===== config.mk =====
export PLATFORM = sky130hd
export DESIGN_NAME = rpbs_front
export DESIGN_NICKNAME = d
export VERILOG_FILES = /design/src/hdl/rpbs_pkg.sv /design/src/hdl/rpbs_front.sv
export SDC_FILE = /design/constraint.sdc
export NUM_CORES = 1
export LEC_CHECK = 0
export BUFFER_PORTS_ARGS = -buffer_cell sky130_fd_sc_hd__buf_4
export CAP_MARGIN = 20
export CORE_ASPECT_RATIO = 0.75
export CORE_MARGIN = 1
export CORE_UTILIZATION = 45
export DETAILED_ROUTE_END_ITERATION = 16
export PLACE_DENSITY = 0.7
export SYNTH_ARGS = -nofsm -noshare
export SYNTH_HDL_FRONTEND = slang
export SYNTH_SLANG_ARGS = --single-unit
export TNS_END_PERCENT = 100

===== constraint.sdc =====
create_clock -name clk_i -period 3.5 [get_ports clk_i]
set_clock_uncertainty 0.05 [all_clocks]
set_input_delay 0.175 -clock clk_i [delete_from_list [all_inputs] [get_ports clk_i]]
set_output_delay 0.175 -clock clk_i [all_outputs]
set_load 0.05 [all_outputs]

===== src/hdl/rpbs_pkg.sv =====
// ----------------------------------------------------------------------------
// rpbs_pkg
// Shared types and constants of the rgb panel bit-plane scanner.
// ----------------------------------------------------------------------------
package rpbs_pkg;

  // panel geometry and color depth
  localparam int PANEL_WIDTH  = 64;
  localparam int PANEL_HEIGHT = 32;
  localparam int COLOR_PLANES = 8;

  localparam int ROW_PAIRS = PANEL_HEIGHT / 2;
  localparam int COL_W     = $clog2(PANEL_WIDTH);
  localparam int ROW_W     = (ROW_PAIRS > 1) ? $clog2(ROW_PAIRS) : 1;
  localparam int PLANE_W   = (COLOR_PLANES > 1) ? $clog2(COLOR_PLANES) : 1;

  // fixed field widths
  localparam int ADDR_W      = 11;
  localparam int STORE_DEPTH = 2048;
  localparam int CHAN_W      = 8;
  localparam int PIX_W       = 3 * CHAN_W;
  localparam int WAIT_W      = 15;
  localparam int ROW_ADDR_W  = 4;
  localparam logic [CHAN_W-1:0] BASE_WAIT_RST = 8'd5;

  // command queue between front and back
  localparam int Q_DEPTH = 2;
  localparam int Q_PTR_W = 1;
  localparam int Q_CNT_W = 2;

  typedef enum logic {
    MODE_WRITE = 1'b0,
    MODE_TICK  = 1'b1
  } mode_e;

  typedef enum logic [1:0] {
    PH_SHIFT = 2'd0,
    PH_LATCH = 2'd1,
    PH_SHOW  = 2'd2
  } phase_e;

  typedef struct packed {
    logic              mode;
    logic [ADDR_W-1:0] pixel_index;
    logic [CHAN_W-1:0] red;
    logic [CHAN_W-1:0] green;
    logic [CHAN_W-1:0] blue;
  } in_item_t;

  typedef struct packed {
    logic                  upper_red;
    logic                  upper_green;
    logic                  upper_blue;
    logic                  lower_red;
    logic                  lower_green;
    logic                  lower_blue;
    logic                  shift_clock;
    logic                  latch_strobe;
    logic                  display_enable;
    logic [ROW_ADDR_W-1:0] row_address;
  } out_item_t;

  // classified command as it waits in the queue
  typedef struct packed {
    mode_e             kind;
    logic [ADDR_W-1:0] addr;
    logic [PIX_W-1:0]  pixel;
  } op_t;

  typedef struct packed {
    logic valid;
    op_t  op;
  } q_head_t;

  typedef struct packed {
    logic pop;
    logic clear_busy;
  } back_stat_t;

endpackage


===== src/hdl/rpbs_front.sv =====
// ----------------------------------------------------------------------------
// rpbs_front
// Accepts input words, classifies them into store writes and scan ticks
// and holds them in a short command queue for the back end.
// ----------------------------------------------------------------------------
module rpbs_front import rpbs_pkg::*; (
  input  logic       clk_i,
  input  logic       rst_ni,
  input  logic       in_valid_i,
  output logic       in_ready_o,
  input  in_item_t   in_data_i,
  input  back_stat_t stat_i,
  output q_head_t    head_o
);

  op_t                q_mem_q [Q_DEPTH];
  logic [Q_PTR_W-1:0] wr_ptr_q, wr_ptr_d;
  logic [Q_PTR_W-1:0] rd_ptr_q, rd_ptr_d;
  logic [Q_CNT_W-1:0] cnt_q, cnt_d;
  logic               push;
  op_t                op_new;

  // nothing enters while the frame store is being cleared
  assign in_ready_o = (cnt_q < Q_CNT_W'(Q_DEPTH)) && !stat_i.clear_busy;
  assign push       = in_valid_i && in_ready_o;

  always_comb begin
    op_new.kind  = mode_e'(in_data_i.mode);
    op_new.addr  = in_data_i.pixel_index;
    op_new.pixel = {in_data_i.red, in_data_i.green, in_data_i.blue};
  end

  always_comb begin
    wr_ptr_d = wr_ptr_q;
    rd_ptr_d = rd_ptr_q;
    cnt_d    = cnt_q;
    if (push) begin
      wr_ptr_d = (wr_ptr_q == Q_PTR_W'(Q_DEPTH - 1)) ? '0 : wr_ptr_q + 1'b1;
    end
    if (stat_i.pop) begin
      rd_ptr_d = (rd_ptr_q == Q_PTR_W'(Q_DEPTH - 1)) ? '0 : rd_ptr_q + 1'b1;
    end
    case ({push, stat_i.pop})
      2'b10:   cnt_d = cnt_q + 1'b1;
      2'b01:   cnt_d = cnt_q - 1'b1;
      default: cnt_d = cnt_q;
    endcase
  end

  always_ff @(posedge clk_i or negedge rst_ni) begin
    if (!rst_ni) begin
      wr_ptr_q <= '0;
      rd_ptr_q <= '0;
      cnt_q    <= '0;
    end else begin
      wr_ptr_q <= wr_ptr_d;
      rd_ptr_q <= rd_ptr_d;
      cnt_q    <= cnt_d;
    end
  end

  always_ff @(posedge clk_i) begin
    if (push) begin
      q_mem_q[wr_ptr_q] <= op_new;
    end
  end

  assign head_o.valid = (cnt_q != '0);
  assign head_o.op    = q_mem_q[rd_ptr_q];

  queue_no_overflow: assert property (@(posedge clk_i) disable iff (!rst_ni)
    cnt_q <= Q_CNT_W'(Q_DEPTH))
    else $error("command queue count out of range");

  pop_needs_entry: assert property (@(posedge clk_i) disable iff (!rst_ni)
    stat_i.pop |-> cnt_q != '0)
    else $error("pop from empty command queue");

  queue_tracks_flow: assert property (@(posedge clk_i) disable iff (!rst_ni)
    push && !stat_i.pop |=> cnt_q == $past(cnt_q) + 1'b1)
    else $error("queue count missed a push");

endmodule


* After elaboration in Yosys (flattened, before gate mapping)
Memories as Yosys holds them, arrays and structs flattened. Index checks and enable logic that the tools add are counted.
Storage, ports and cells: register bits 4, bits in latches 0, memory bits (writable) 72, ROM bits 0, bits of input ports 41, output and inout bits 38, word-level logic and storage cells 21, memories kept 1
Memory list:
- q_mem_q | words 2, width 36, read ports 1, clocked after memory_dff 0, wr ports 1, RTL line rpbs_front.sv:16 | op_t q_mem_q [Q_DEPTH];
Cells by class: add/subtract/negate cells 4, multiply operators 0, div/mod/pow operators 0, magnitude comparators 1, equality and inequality tests 2, shifts and indexed selects 0, mux-type cells 5, bitwise logic cells 0, reduce and logical (&&, ||, !) cells 5
Operator list (count):
- 1-bit two-way mux | 4
- 2-bit case mux with 2 select lines | 1
- 2-bit nonzero test | 2
- 1-bit adder, second input constant | 2
- 2-bit by 1-bit adder with 2-bit output, second input constant | 1
- 2-bit by 1-bit equality test with 1-bit output, second input constant | 1
- 2-bit equality test, second input constant | 1
- 1-bit logical AND | 2
- 2-bit < comparator, second input constant | 1
- 2-bit by 1-bit subtractor with 2-bit output, second input constant | 1
- 1-bit logical NOT | 1

* Logic depth before layout (Yosys ltp)
Gate-level depths: netlist of the first run.
depth after elaboration 5, depth in mapped cells 6

* Least setup slack after synthesis of the first run
Ideal clock, no wire load.
path type flip-flop to flip-flop, from reg cnt_q[1], to mem q_mem_q[0][0] in the netlist's numbering (enable), setup time 429 ps, data arrival time 2892 ps, setup slack 129 ps, cell stages (with the launch flop) 4, path buffers 0, period minus slack after synthesis 3371 ps, path through dfrtp_1 -> nor2_1 -> nand2_1 -> nor2_1
Between the ends: cells in the longest elaborated chain, start to end 5
Ends and longest elaborated chain:
- start, declared | RTL line rpbs_front.sv:19 | logic [Q_CNT_W-1:0] cnt_q, cnt_d;
- start signal, assigned | RTL line rpbs_front.sv:58 | cnt_q <= cnt_d;
- 2-bit < comparator | RTL line rpbs_front.sv:24 | assign in_ready_o = (cnt_q < Q_CNT_W'(Q_DEPTH)) && !stat_i.clear_busy;
- 1-bit logical AND | RTL line rpbs_front.sv:24
- named net in_ready_o | RTL line rpbs_front.sv:10 | output logic in_ready_o,
- 1-bit logical AND | RTL line rpbs_front.sv:25 | assign push = in_valid_i && in_ready_o;
- 1-bit two-way mux | RTL line rpbs_front.sv:63 | if (push) begin
- 1-bit two-way mux (implied by the code) | RTL line rpbs_front.sv:64 | q_mem_q[wr_ptr_q] <= op_new;
- end, declared | RTL line rpbs_front.sv:16
The timed path passes the listed nets, and every way through them passes these cells.

* Final worst setup path of the first run
from reg cnt_q[1], to mem q_mem_q[0][26] in the netlist's numbering (enable)
Between the ends: cells in the longest elaborated chain, start to end 5
Ends and longest elaborated chain (RTL line):
- 2-bit < comparator | rpbs_front.sv:24
- 1-bit logical AND | rpbs_front.sv:24
- 1-bit logical AND | rpbs_front.sv:25
- 1-bit two-way mux | rpbs_front.sv:63
- 1-bit two-way mux (implied by the code) | rpbs_front.sv:64
Every way passes these cells.

==> out/results.tsv, run 1 <==
metric	value	unit
top-level I/O count	79	
DRC viols	0	
diode count	0	
cell taking the most area after synthesis	edfxtp_1	
Highest Clock Rate	0.4970	GHz
met2 Usage GRT	25.71	%
die height	71.90	um
yosys warns	0	
VDD IR max	0.4014	mV
core footprint	6287	sq um
CTS tree	yes	
first-pass GRT wire length	7396	um
Int Pwr	1942	uW
1st-iter DRT viols	62	
commonest cells in the netlist	72 x edfxtp_1, 29 x mux2_4, 7 x mux2_2	
drt first pass iters	4	
Synth Cell Area	2932	sq um
Die W	95.20	um
Overflow after GRT	0	
Synth Flop Type	edfxtp_1	
Worst Hold Class	input port to asynchronous set/reset pin	
met3 Usage GRT	6.604	%
Worst Path Required	3.40	ns
GR Util All Layers	15.12	%
post-synth top area share	73.75	%
crit-path max FO	36	
final hold viol count	0	
H-tree Lvls	3	
Layout Nets	294	
WL per Instance	14.85	um
Slew @ Worst Pin	1.035	ns
RSZ-0062 raised after global routing	false	
routability cong.	0.6564	
largest net degree at the start of global routing	38	
most frequent cell after synthesis	edfxtp_1	
met1 GRT Util	17.76	%
Crit Path Class	flop to flop	
P per Cell Area	748.4	nW/um^2
Seq/Total Area, Yosys	77.17	%
Synth Instances	128	
placed insts	283	
clock root buffer	clkbuf_8	
net switching power	1148	uW
Fillers	432	
fin crit share	57.49	%
Netlist cell types	13	
reg-to-reg slack, setup	1.49	ns
busiest grt layer	met2	
Post-synth EDFFs	72	
Area Overhead vs Synth	40.85	%
port bufs	78	
critical path endpoint category	flop	
Syn Area/Cell	22.90	sq um
Die ar.	6845	sq um
Power, Total	3090	uW
clk_lat worst skew	0.33	ns
status	completed	
Worst Setup Start Kind	flop	
Initial Util	46.63	%
register clock-pin slew on the reported worst setup and hold paths	0.07	ns
CTS Buf Count	9	
row count	25	
Relative slew margins	30.81	%
largest cells by area after synthesis	edfxtp_1 74%, mux2_4 15%, dfrtp_1 3.4%, mux2_2 2.7%, buf_12 2.0%	
WL final	5020	um
Leakage	0.001635	uW
Async SR Flop Fraction	5.263	%
Sw Ratio	37.15	%
Seq cells post-synth	76	
Max-cap violations	0	
setup TNS	0	ns
worst path arrival time	1.91	ns
Max Slew Vio Count	0	
total number of vias	1565	
Net Count, Synth	170	
initial antenna violation count	0	
Hold WS	0.1302	ns
vias per cell	4.630	
layout cell share with drive strength beyond 1	50.97	%
Non-Filler Instances	338	
crit path time final	2.012	ns
Clk pwr share	18.1	%
clk sinks	76	
endpoints failing setup	0	
vias in the first global route	1583	
Post-DRT Antenna Nets	0	
sequential share of power	38.8	%
Post-CTS Setup Repair Bufs	0	
CTS Buffer Depth	2	
Gate power share	43.1	%
final cells by class:
class | count | area (sq um) | area share, %
tap | 81 | 101.3 | 2.455
clock buffer | 14 | 162.7 | 3.939
clock inverter | 2 | 8.758 | 0.2121
sequential | 76 | 2263 | 54.82
multi-input combinational | 48 | 606.8 | 14.70
timing repair buffer | 117 | 985.9 | 23.88
metrics by stage:
| step | instance area (sq um) | setup slack [ns] | util [%] |
|---|---|---|---|
| 6_report | 4129 | 1.488 | 65.67 |
| 3_3_place_gp | 3557 | 1.588 | 56.58 |
| 3_5_place_dp | 3557 | 1.476 | 56.58 |
| 5_1_grt | 4129 | 1.347 | 65.67 |
| 2_1_floorplan | 2932 | 0.1290 | - |
| 4_1_cts | 4109 | 1.153 | 65.35 |
sequential cells by signal (all words and copies together) (netlist names):
register	count
wr_ptr_q	1
cnt_q	2
q_mem_q	72
rd_ptr_q	1
what timing repair did:
item | in CTS | in global routing
resized for setup | 0 | 0
hold endpoints to repair | 77 | 0
hold buffers | 38 | 0
worst paths after layout:
path,to,startpoint,cells past startpoint
min,wr_ptr_q,rst_ni,2
max in group asynchronous,rd_ptr_q,rst_ni,2
min reg2reg,cnt_q[1],cnt_q[1],1
min in group clk_i,wr_ptr_q,in_valid_i,3
max reg2reg,q_mem_q[0][26],cnt_q[1],3
max,q_mem_q[0][26],cnt_q[1],3
critical path, cell delays in order, from the launching register on:
cell and delay (ns):
dfrtp_1 0.40, nor2_1 0.18, nand2_1 0.17, nor2_4 0.82
routing by layer:
layer | part of all wire (%) | vias up
met1 | 42 | 758
met5 | 0 | -
met3 | 7.0 | 0
met2 | 51 | 61
met4 | 0 | 0
li1 | - | 746
kinds of logic after synthesis:
kind of cell / after synthesis / share of synthesized area (%)
XOR/XNOR: 5 / 1.494
adder cells (fa/ha/maj): 1 / 0.4267
flip-flops: 76 / 77.17
AND/OR/NAND/NOR: 6 / 0.9391
buffers and inverters: 4 / 2.433
multiplexers: 36 / 17.54
power groups by stage:
stage               Sequential (uW)  Clock (uW)  Combinational, uW
finish                         1200         559               1330
global route                   1210         621               1390
CTS                            1270         584               1260
detailed placement             1290           0               1220
global placement               1280           0               1210
floorplan                      1160           0               1080
layout by cell type (no fill, tap or decap):
master / instances
mux2_2: 7
nor2_4: 1
xnor2_1: 3
nand2_1: 1
buf_4: 78
dfrtp_2: 1
ha_1: 1
clkinv_2: 1
clkbuf_8: 11
nor2_1: 2
mux2_4: 29
and3_2: 1
buf_12: 1
or2_2: 1
dfrtp_1: 3
xor2_1: 2
clkinv_1: 1
edfxtp_1: 72
dlygate4sd3_1: 38
clkbuf_1: 3
(Power assumes the default switching activity.)
==> run 2, diff against run 1 <==
--- a/config.mk
+++ b/config.mk
@@ -11,7 +11,7 @@
 export CORE_MARGIN = 1
 export CORE_UTILIZATION = 45
 export DETAILED_ROUTE_END_ITERATION = 16
-export PLACE_DENSITY = 0.7
+export PLACE_DENSITY = 0.73
 export SYNTH_ARGS = -nofsm -noshare
 export SYNTH_HDL_FRONTEND = slang
 export SYNTH_SLANG_ARGS = --single-unit
==> constraint.sdc (replaced) <==
create_clock -name clk_i -period 1.8 [get_ports clk_i]
set_clock_uncertainty 0.05 [all_clocks]
set_input_delay 0.09 -clock clk_i [delete_from_list [all_inputs] [get_ports clk_i]]
set_output_delay 0.09 -clock clk_i [all_outputs]
set_load 0.05 [all_outputs]
==> run 2 against run 1 <==
Against the previous run:
- global-route usage increased by 0.51 points
- sequential cell count unchanged
- design area rose by 3.5%
- die area is the same
- total power up 110%
- register-to-register slack got worse by 1.2 ns
- critical endpoint is now head_o[15]
- largest cell class unchanged
- highest routed layer is now met4
==> out/results.tsv, run 2 (same netlist as run 1, synthesis figures left out) <==
metric	value	unit	change
top flop regs	q_mem_q (72), cnt_q (2)		unchanged
worst r2r dst	q_mem_q[0][10]		was q_mem_q[0][26]
initial antenna violation count	0		unchanged
Slew @ Worst Pin	0.3124	ns	was 1.035 ns
Critical Path Sink	head_o[15]		was q_mem_q[0][26]
die height	71.90	um	unchanged
estimated wirelength of the detail-placed design	3244	um	
critical path endpoint category	output pin		was flop
crit path time final	1.656	ns	
Post-DRT Antenna Nets	0		unchanged
first-pass GRT wire length	7569	um	was 7396 um
Reg with most FFs	q_mem_q		unchanged
Area Overhead vs Synth	45.71	%	was 40.85%
Worst Path Required	1.66	ns	was 3.40 ns
H-tree Lvls	3		unchanged
most frequent cells in the layout	83 x buf_4, 72 x edfxtp_1, 38 x dlygate4sd3_1, 29 x mux2_4, 9 x clkbuf_8		was 78 x buf_4, 72 x edfxtp_1, 38 x dlygate4sd3_1, 29 x mux2_4, 11 x clkbuf_8
crit-path max FO	17		was 36
row count	25		unchanged
register clock-pin slew on the reported worst setup and hold paths	0.07	ns	about the same
total number of vias	1580		was 1565
number of flip-flops in the largest register	72		unchanged
final hold viol count	0		unchanged
met1 GRT Util	18.63	%	was 17.76%
met3 Usage GRT	7.547	%	was 6.604%
Initial Util	46.63	%	unchanged
Worst Hold Class	input port to flop		was input port to asynchronous set/reset pin
WL final	4971	um	was 5020 um
P per Cell Area	1491	nW/um^2	was 748.4 nW/um^2
Layout Nets	302		was 294
Worst Setup Start Kind	flop		unchanged
final core utilization	67.94	%	was 65.67%
1st-iter DRT viols	56		was 62
vias per cell	4.566		was 4.630
setup TNS	0	ns	unchanged
largest net degree at the start of global routing	23		was 38
origin of the critical flop-to-flop path	cnt_q[1]		unchanged
clk_lat worst skew	0.34	ns	was 0.33 ns
CTS tree	yes		unchanged
endpoints failing setup	0		unchanged
Die ar.	6845	sq um	unchanged
Relative slew margins	79.12	%	was 30.81%
VDD IR max	0.9670	mV	was 0.4014 mV
Crit Path Class	flop to output pin		was flop to flop
core footprint	6287	sq um	unchanged
Max Slew Vio Count	0		unchanged
Highest Clock Rate	0.6040	GHz	
most common cell after layout, fill and taps aside	buf_4		unchanged
Max-cap violations	0		unchanged
crit path from	rd_ptr_q		was cnt_q[1]
port bufs	78		unchanged
RSZ-0062 raised after global routing	false		unchanged
fin crit share	91.97	%	
diode count	0		unchanged
Leakage	0.001707	uW	was 0.001635 uW
vias in the first global route	1617		was 1583
top-level I/O count	79		unchanged
status	completed		unchanged
Overflow after GRT	0		unchanged
met2 Usage GRT	25.79	%	was 25.71%
DRC viols	0		unchanged
GR Util All Layers	15.64	%	was 15.12%
Die W	95.20	um	unchanged
drt first pass iters	4		unchanged
layout cell share with drive strength beyond 1	53.96	%	was 50.97%
Non-Filler Instances	346		was 338
clock root buffer	clkbuf_8		unchanged
post-CTS resize count	0		unchanged
clk sinks	76		unchanged
reg-to-reg slack, setup	0.27	ns	was 1.49 ns
worst path arrival time	1.52	ns	was 1.91 ns
Reg2Reg Depth	4		was 3
CTS Buf Count	9		unchanged
WL per Instance	14.37	um	was 14.85 um
busiest grt layer	met2		unchanged
placed insts	290		was 283
CTS Buffer Depth	2		unchanged
routability cong.	0.6803		was 0.6564
==> run 2: changes by cell type in the layout (fill, tap and decap cells not counted) <==
cell       previous run  this run
nor2_1                2         1
nor2_4                1         2
clkbuf_1              3         1
buf_4                78        83
bufinv_16             0         2
nand2_2               0         1
buf_12                1         4
nand2_1               1         0
clkbuf_8             11         9
clkinv_2              1         3
==> run 2: how the worst min path moves through the flow <==
stage	cells past startpoint	slack, ns	from	end
floorplan	0	-0.26	rst_ni	cnt_q[0]
CTS	3	0.007	in_valid_i	wr_ptr_q
finish	3	0.02	in_valid_i	wr_ptr_q
global placement	1	-0.16	rst_ni	cnt_q[1]
detailed placement	1	-0.16	rst_ni	cnt_q[1]
global route	2	0.02	rst_ni	cnt_q[1]
==> run 2: metal layers <==
layer  vias to the layer above  wire length (um)
met4                         0                29
met1                       743              2124
met3                         5               423
met5                         -                 0
met2                        68              2393
li1                        764                 -
==> run 2: critical path, cell delays in order (launching register included) <==
cell and delay (ns):
dfrtp_2 0.44, buf_12 0.20, mux2_2 0.36, buf_4 0.19
==> run 2: timing repair <==
item                                   4_1_cts  5_1_grt
endpoints found under the hold margin       77        0
setup endpoints to repair                    1        0
buffers inserted                             2        0
hold buffers                                38        0
==> run 2: power breakdown <==
| part | total, uW | internal [uW] | leakage, uW | switching [uW] |
|---|---|---|---|---|
| registers | 2270 | 2170 | 0.000700 | 103 |
| logic | 2780 | 1150 | 0.000899 | 1630 |
| clock network | 1320 | 768 | 0.000107 | 549 |
==> run 2: layout make-up <==
| type | count | area [sq um] |
|---|---|---|
| Clock inverter | 6 | 78.83 |
| Sequential cell | 76 | 2263 |
| Timing Repair Buffer | 125 | 1084 |
| Tap cell | 81 | 101.3 |
| Clock buffer | 10 | 127.6 |
| Fill cell | 394 | 2016 |
| Multi-Input combinational cell | 48 | 616.8 |
==> run 2: stage by stage <==
stage	cell area (sq um)	total power [uW]	hold WS (ns)	worst slack, ns
2_1_floorplan	2950	4391	-0.2556	-0.1111
3_3_place_gp	3670	4980	-0.1565	0.3221
3_5_place_dp	3670	5011	-0.1592	0.2886
4_1_cts	4272	6439	0.006770	0.09904
5_1_grt	4272	6626	0.01606	0.06368
6_report	4272	6368	0.01991	0.1445
==> run 3, diff against run 2 <==
==> constraint.sdc (replaced) <==
create_clock -name clk_i -period 1.8 [get_ports clk_i]
set_clock_uncertainty 0.05 [all_clocks]
set_input_delay 0.09 -clock clk_i [delete_from_list [all_inputs] [get_ports clk_i]]
set_output_delay 0.09 -clock clk_i [all_outputs]
set_load 0.01 [all_outputs]
==> run 3 against run 2 <==
Against the previous run:
- fmax is 1.7% higher
- routed wire length up 3.3%
- critical path depth unchanged
- non-clock buffer count increased by 1
- die area is the same
- design area increased by 0.21%
- sequential cell count unchanged
- core utilization is 0.14 points higher
- combinational power fell by 33%
- hold slack gained 0.024 ns
- sequential power about the same
- count of clock-buffer cells in the layout is the same
==> out/results.tsv, run 3 (same netlist as run 1, synthesis figures left out) <==
metric	value	unit	change
final hold viol count	0		unchanged
top flop regs	q_mem_q (72), cnt_q (2)		unchanged
Reg with most FFs	q_mem_q		unchanged
row count	25		unchanged
die height	71.90	um	unchanged
reg-to-reg slack, setup	0.27	ns	about the same
setup TNS	0	ns	unchanged
vias in the first global route	1575		was 1617
final core utilization	68.08	%	was 67.94%
largest net degree at the start of global routing	27		was 23
Worst path slowest cell	dfrtp_2		unchanged
Leakage	0.001713	uW	was 0.001707 uW
Die W	95.20	um	unchanged
origin of the critical flop-to-flop path	cnt_q[1]		unchanged
register clock-pin slew on the reported worst setup and hold paths	0.07	ns	about the same
clock root buffer	clkbuf_8		unchanged
Worst Hold Class	input port to asynchronous set/reset pin		was input port to flop
Reg2Reg Depth	5		was 4
Overflow after GRT	0		unchanged
Crit Path Class	flop to output pin		unchanged
Max-cap violations	0		unchanged
slowest stage delay, CP	0.43	ns	was 0.44 ns
Highest Clock Rate	0.6140	GHz	was 0.6040 GHz
Worst Setup Start Kind	flop		unchanged
layout cell share with drive strength beyond 1	53.01	%	was 53.96%
worst path arrival time	1.49	ns	was 1.52 ns
Int Pwr	4188	uW	was 4081 uW
top-level I/O count	79		unchanged
most frequent cells in the layout	85 x buf_4, 72 x edfxtp_1, 38 x dlygate4sd3_1, 29 x mux2_4, 9 x clkbuf_8		was 83 x buf_4, 72 x edfxtp_1, 38 x dlygate4sd3_1, 29 x mux2_4, 9 x clkbuf_8
VDD IR max	0.6826	mV	was 0.9670 mV
dpl ws	0.2894	ns	was 0.2886 ns
first-pass GRT wire length	7555	um	was 7569 um
GR Util All Layers	15.73	%	was 15.64%
crit path from	rd_ptr_q		unchanged
H-tree Lvls	3		unchanged
Max Slew Vio Count	0		unchanged
post-CTS resize count	0		unchanged
port bufs	78		unchanged
worst r2r dst	cnt_q[1]		was q_mem_q[0][10]
clk_lat worst skew	0.33	ns	was 0.34 ns
most common cell after layout, fill and taps aside	buf_4		unchanged
total number of vias	1584		was 1580
status	completed		unchanged
diode count	0		unchanged
CTS tree	yes		unchanged
CTS Buffer Depth	2		unchanged
Worst Path Required	1.66	ns	about the same
worst setup margin	0.1714	ns	was 0.1445 ns
drt first pass iters	4		unchanged
critical path endpoint category	output pin		unchanged
CTS Buf Count	9		unchanged
Initial Util	46.63	%	unchanged
P per Cell Area	1308	nW/um^2	was 1491 nW/um^2
net switching power	1411	uW	was 2287 uW
CP Buf/Inv Count	2		unchanged
1st-iter DRT viols	92		was 56
crit path time final	1.629	ns	was 1.656 ns
estimated wirelength of the detail-placed design	3387	um	was 3244 um
Top Family by Delay on Critical Path	flip-flops		unchanged
Gate power share	33.2	%	was 43.7%
Post-DRT Antenna Nets	0		unchanged
routability cong.	0.7186		was 0.6803
RSZ-0062 raised after global routing	false		unchanged
number of flip-flops in the largest register	72		unchanged
endpoints failing setup	0		unchanged
fin crit share	90.48	%	was 91.97%
WL per Instance	14.80	um	was 14.37 um
Area Overhead vs Synth	46.01	%	was 45.71%
DRC viols	0		unchanged
Most Frequent Cell on Critical Path	buf_4		
cell breakdown of the critical path	buf_4 > mux2_2 > buf_4		was buf_12 > mux2_2 > buf_4
Slew @ Worst Pin	0.1962	ns	was 0.3124 ns
initial antenna violation count	0		unchanged
vias per cell	4.565		was 4.566
Die ar.	6845	sq um	unchanged
Clk pwr share	26.2	%	was 20.7%
crit-path max FO	9		was 17
sequential share of power	40.5	%	was 35.7%
Relative slew margins	86.89	%	was 79.12%
WL final	5137	um	was 4971 um
clk sinks	76		unchanged
Sw Ratio	25.20	%	was 35.91%
core footprint	6287	sq um	unchanged
Critical Path Sink	head_o[20]		was head_o[15]
Layout Nets	303		was 302
critical path depth	3		unchanged
==> run 3: power groups by stage <==
stage / sequential, uW / clock (uW) / combinational, uW
6_report: 2270 / 1470 / 1860
4_1_cts: 2300 / 1500 / 1790
3_5_place_dp: 2340 / 0 / 1710
3_3_place_gp: 2320 / 0 / 1700
5_1_grt: 2290 / 1550 / 1990
2_1_floorplan: 2260 / 0 / 1180
==> run 3: what timing repair did <==
| item | in CTS | in global routing |
|---|---|---|
| endpoints found under the setup margin | 0 | 10 |
| hold buffers | 38 | 0 |
| setup buffers | 0 | 4 |
| endpoints found under the hold margin | 77 | 0 |
==> run 3: how the worst min path moves through the flow <==
stage / to / slack [ns]
2_1_floorplan: cnt_q[0] / -0.26
3_5_place_dp: cnt_q[0] / -0.15
5_1_grt: cnt_q[0] / 0.03
6_report: cnt_q[0] / 0.04
3_3_place_gp: cnt_q[0] / -0.16
4_1_cts: cnt_q[0] / 0.009
==> run 3: metal layers <==
metal	vias to the layer above	global-route usage [%]	share of wire, %
li1	763	-	-
met1	749	20.04	44
met2	67	24.76	47
met3	5	6.918	7.8
met4	0	4.040	1.0
met5	-	0	0
==> run 3: area by class of cell <==
class | instances | area [sq um]
fill | 413 | 2007
tap | 81 | 101.3
sequential | 76 | 2263
clock inverter | 6 | 102.6
multi-input combinational | 48 | 606.8
clock buffer | 10 | 127.6
timing repair buffer | 126 | 1079
==> run 3: stage by stage <==
step                total power, uW  hold slack (ns)  cells  instance area, sq um
finish                         5599          0.04361    347                  4280
global route                   5830          0.03393    347                  4280
CTS                            5586         0.009452    343                  4250
detailed placement             4050          -0.1535    289                  3640
global placement               4021          -0.1577    289                  3640
floorplan                      3446          -0.2556    128                  2940
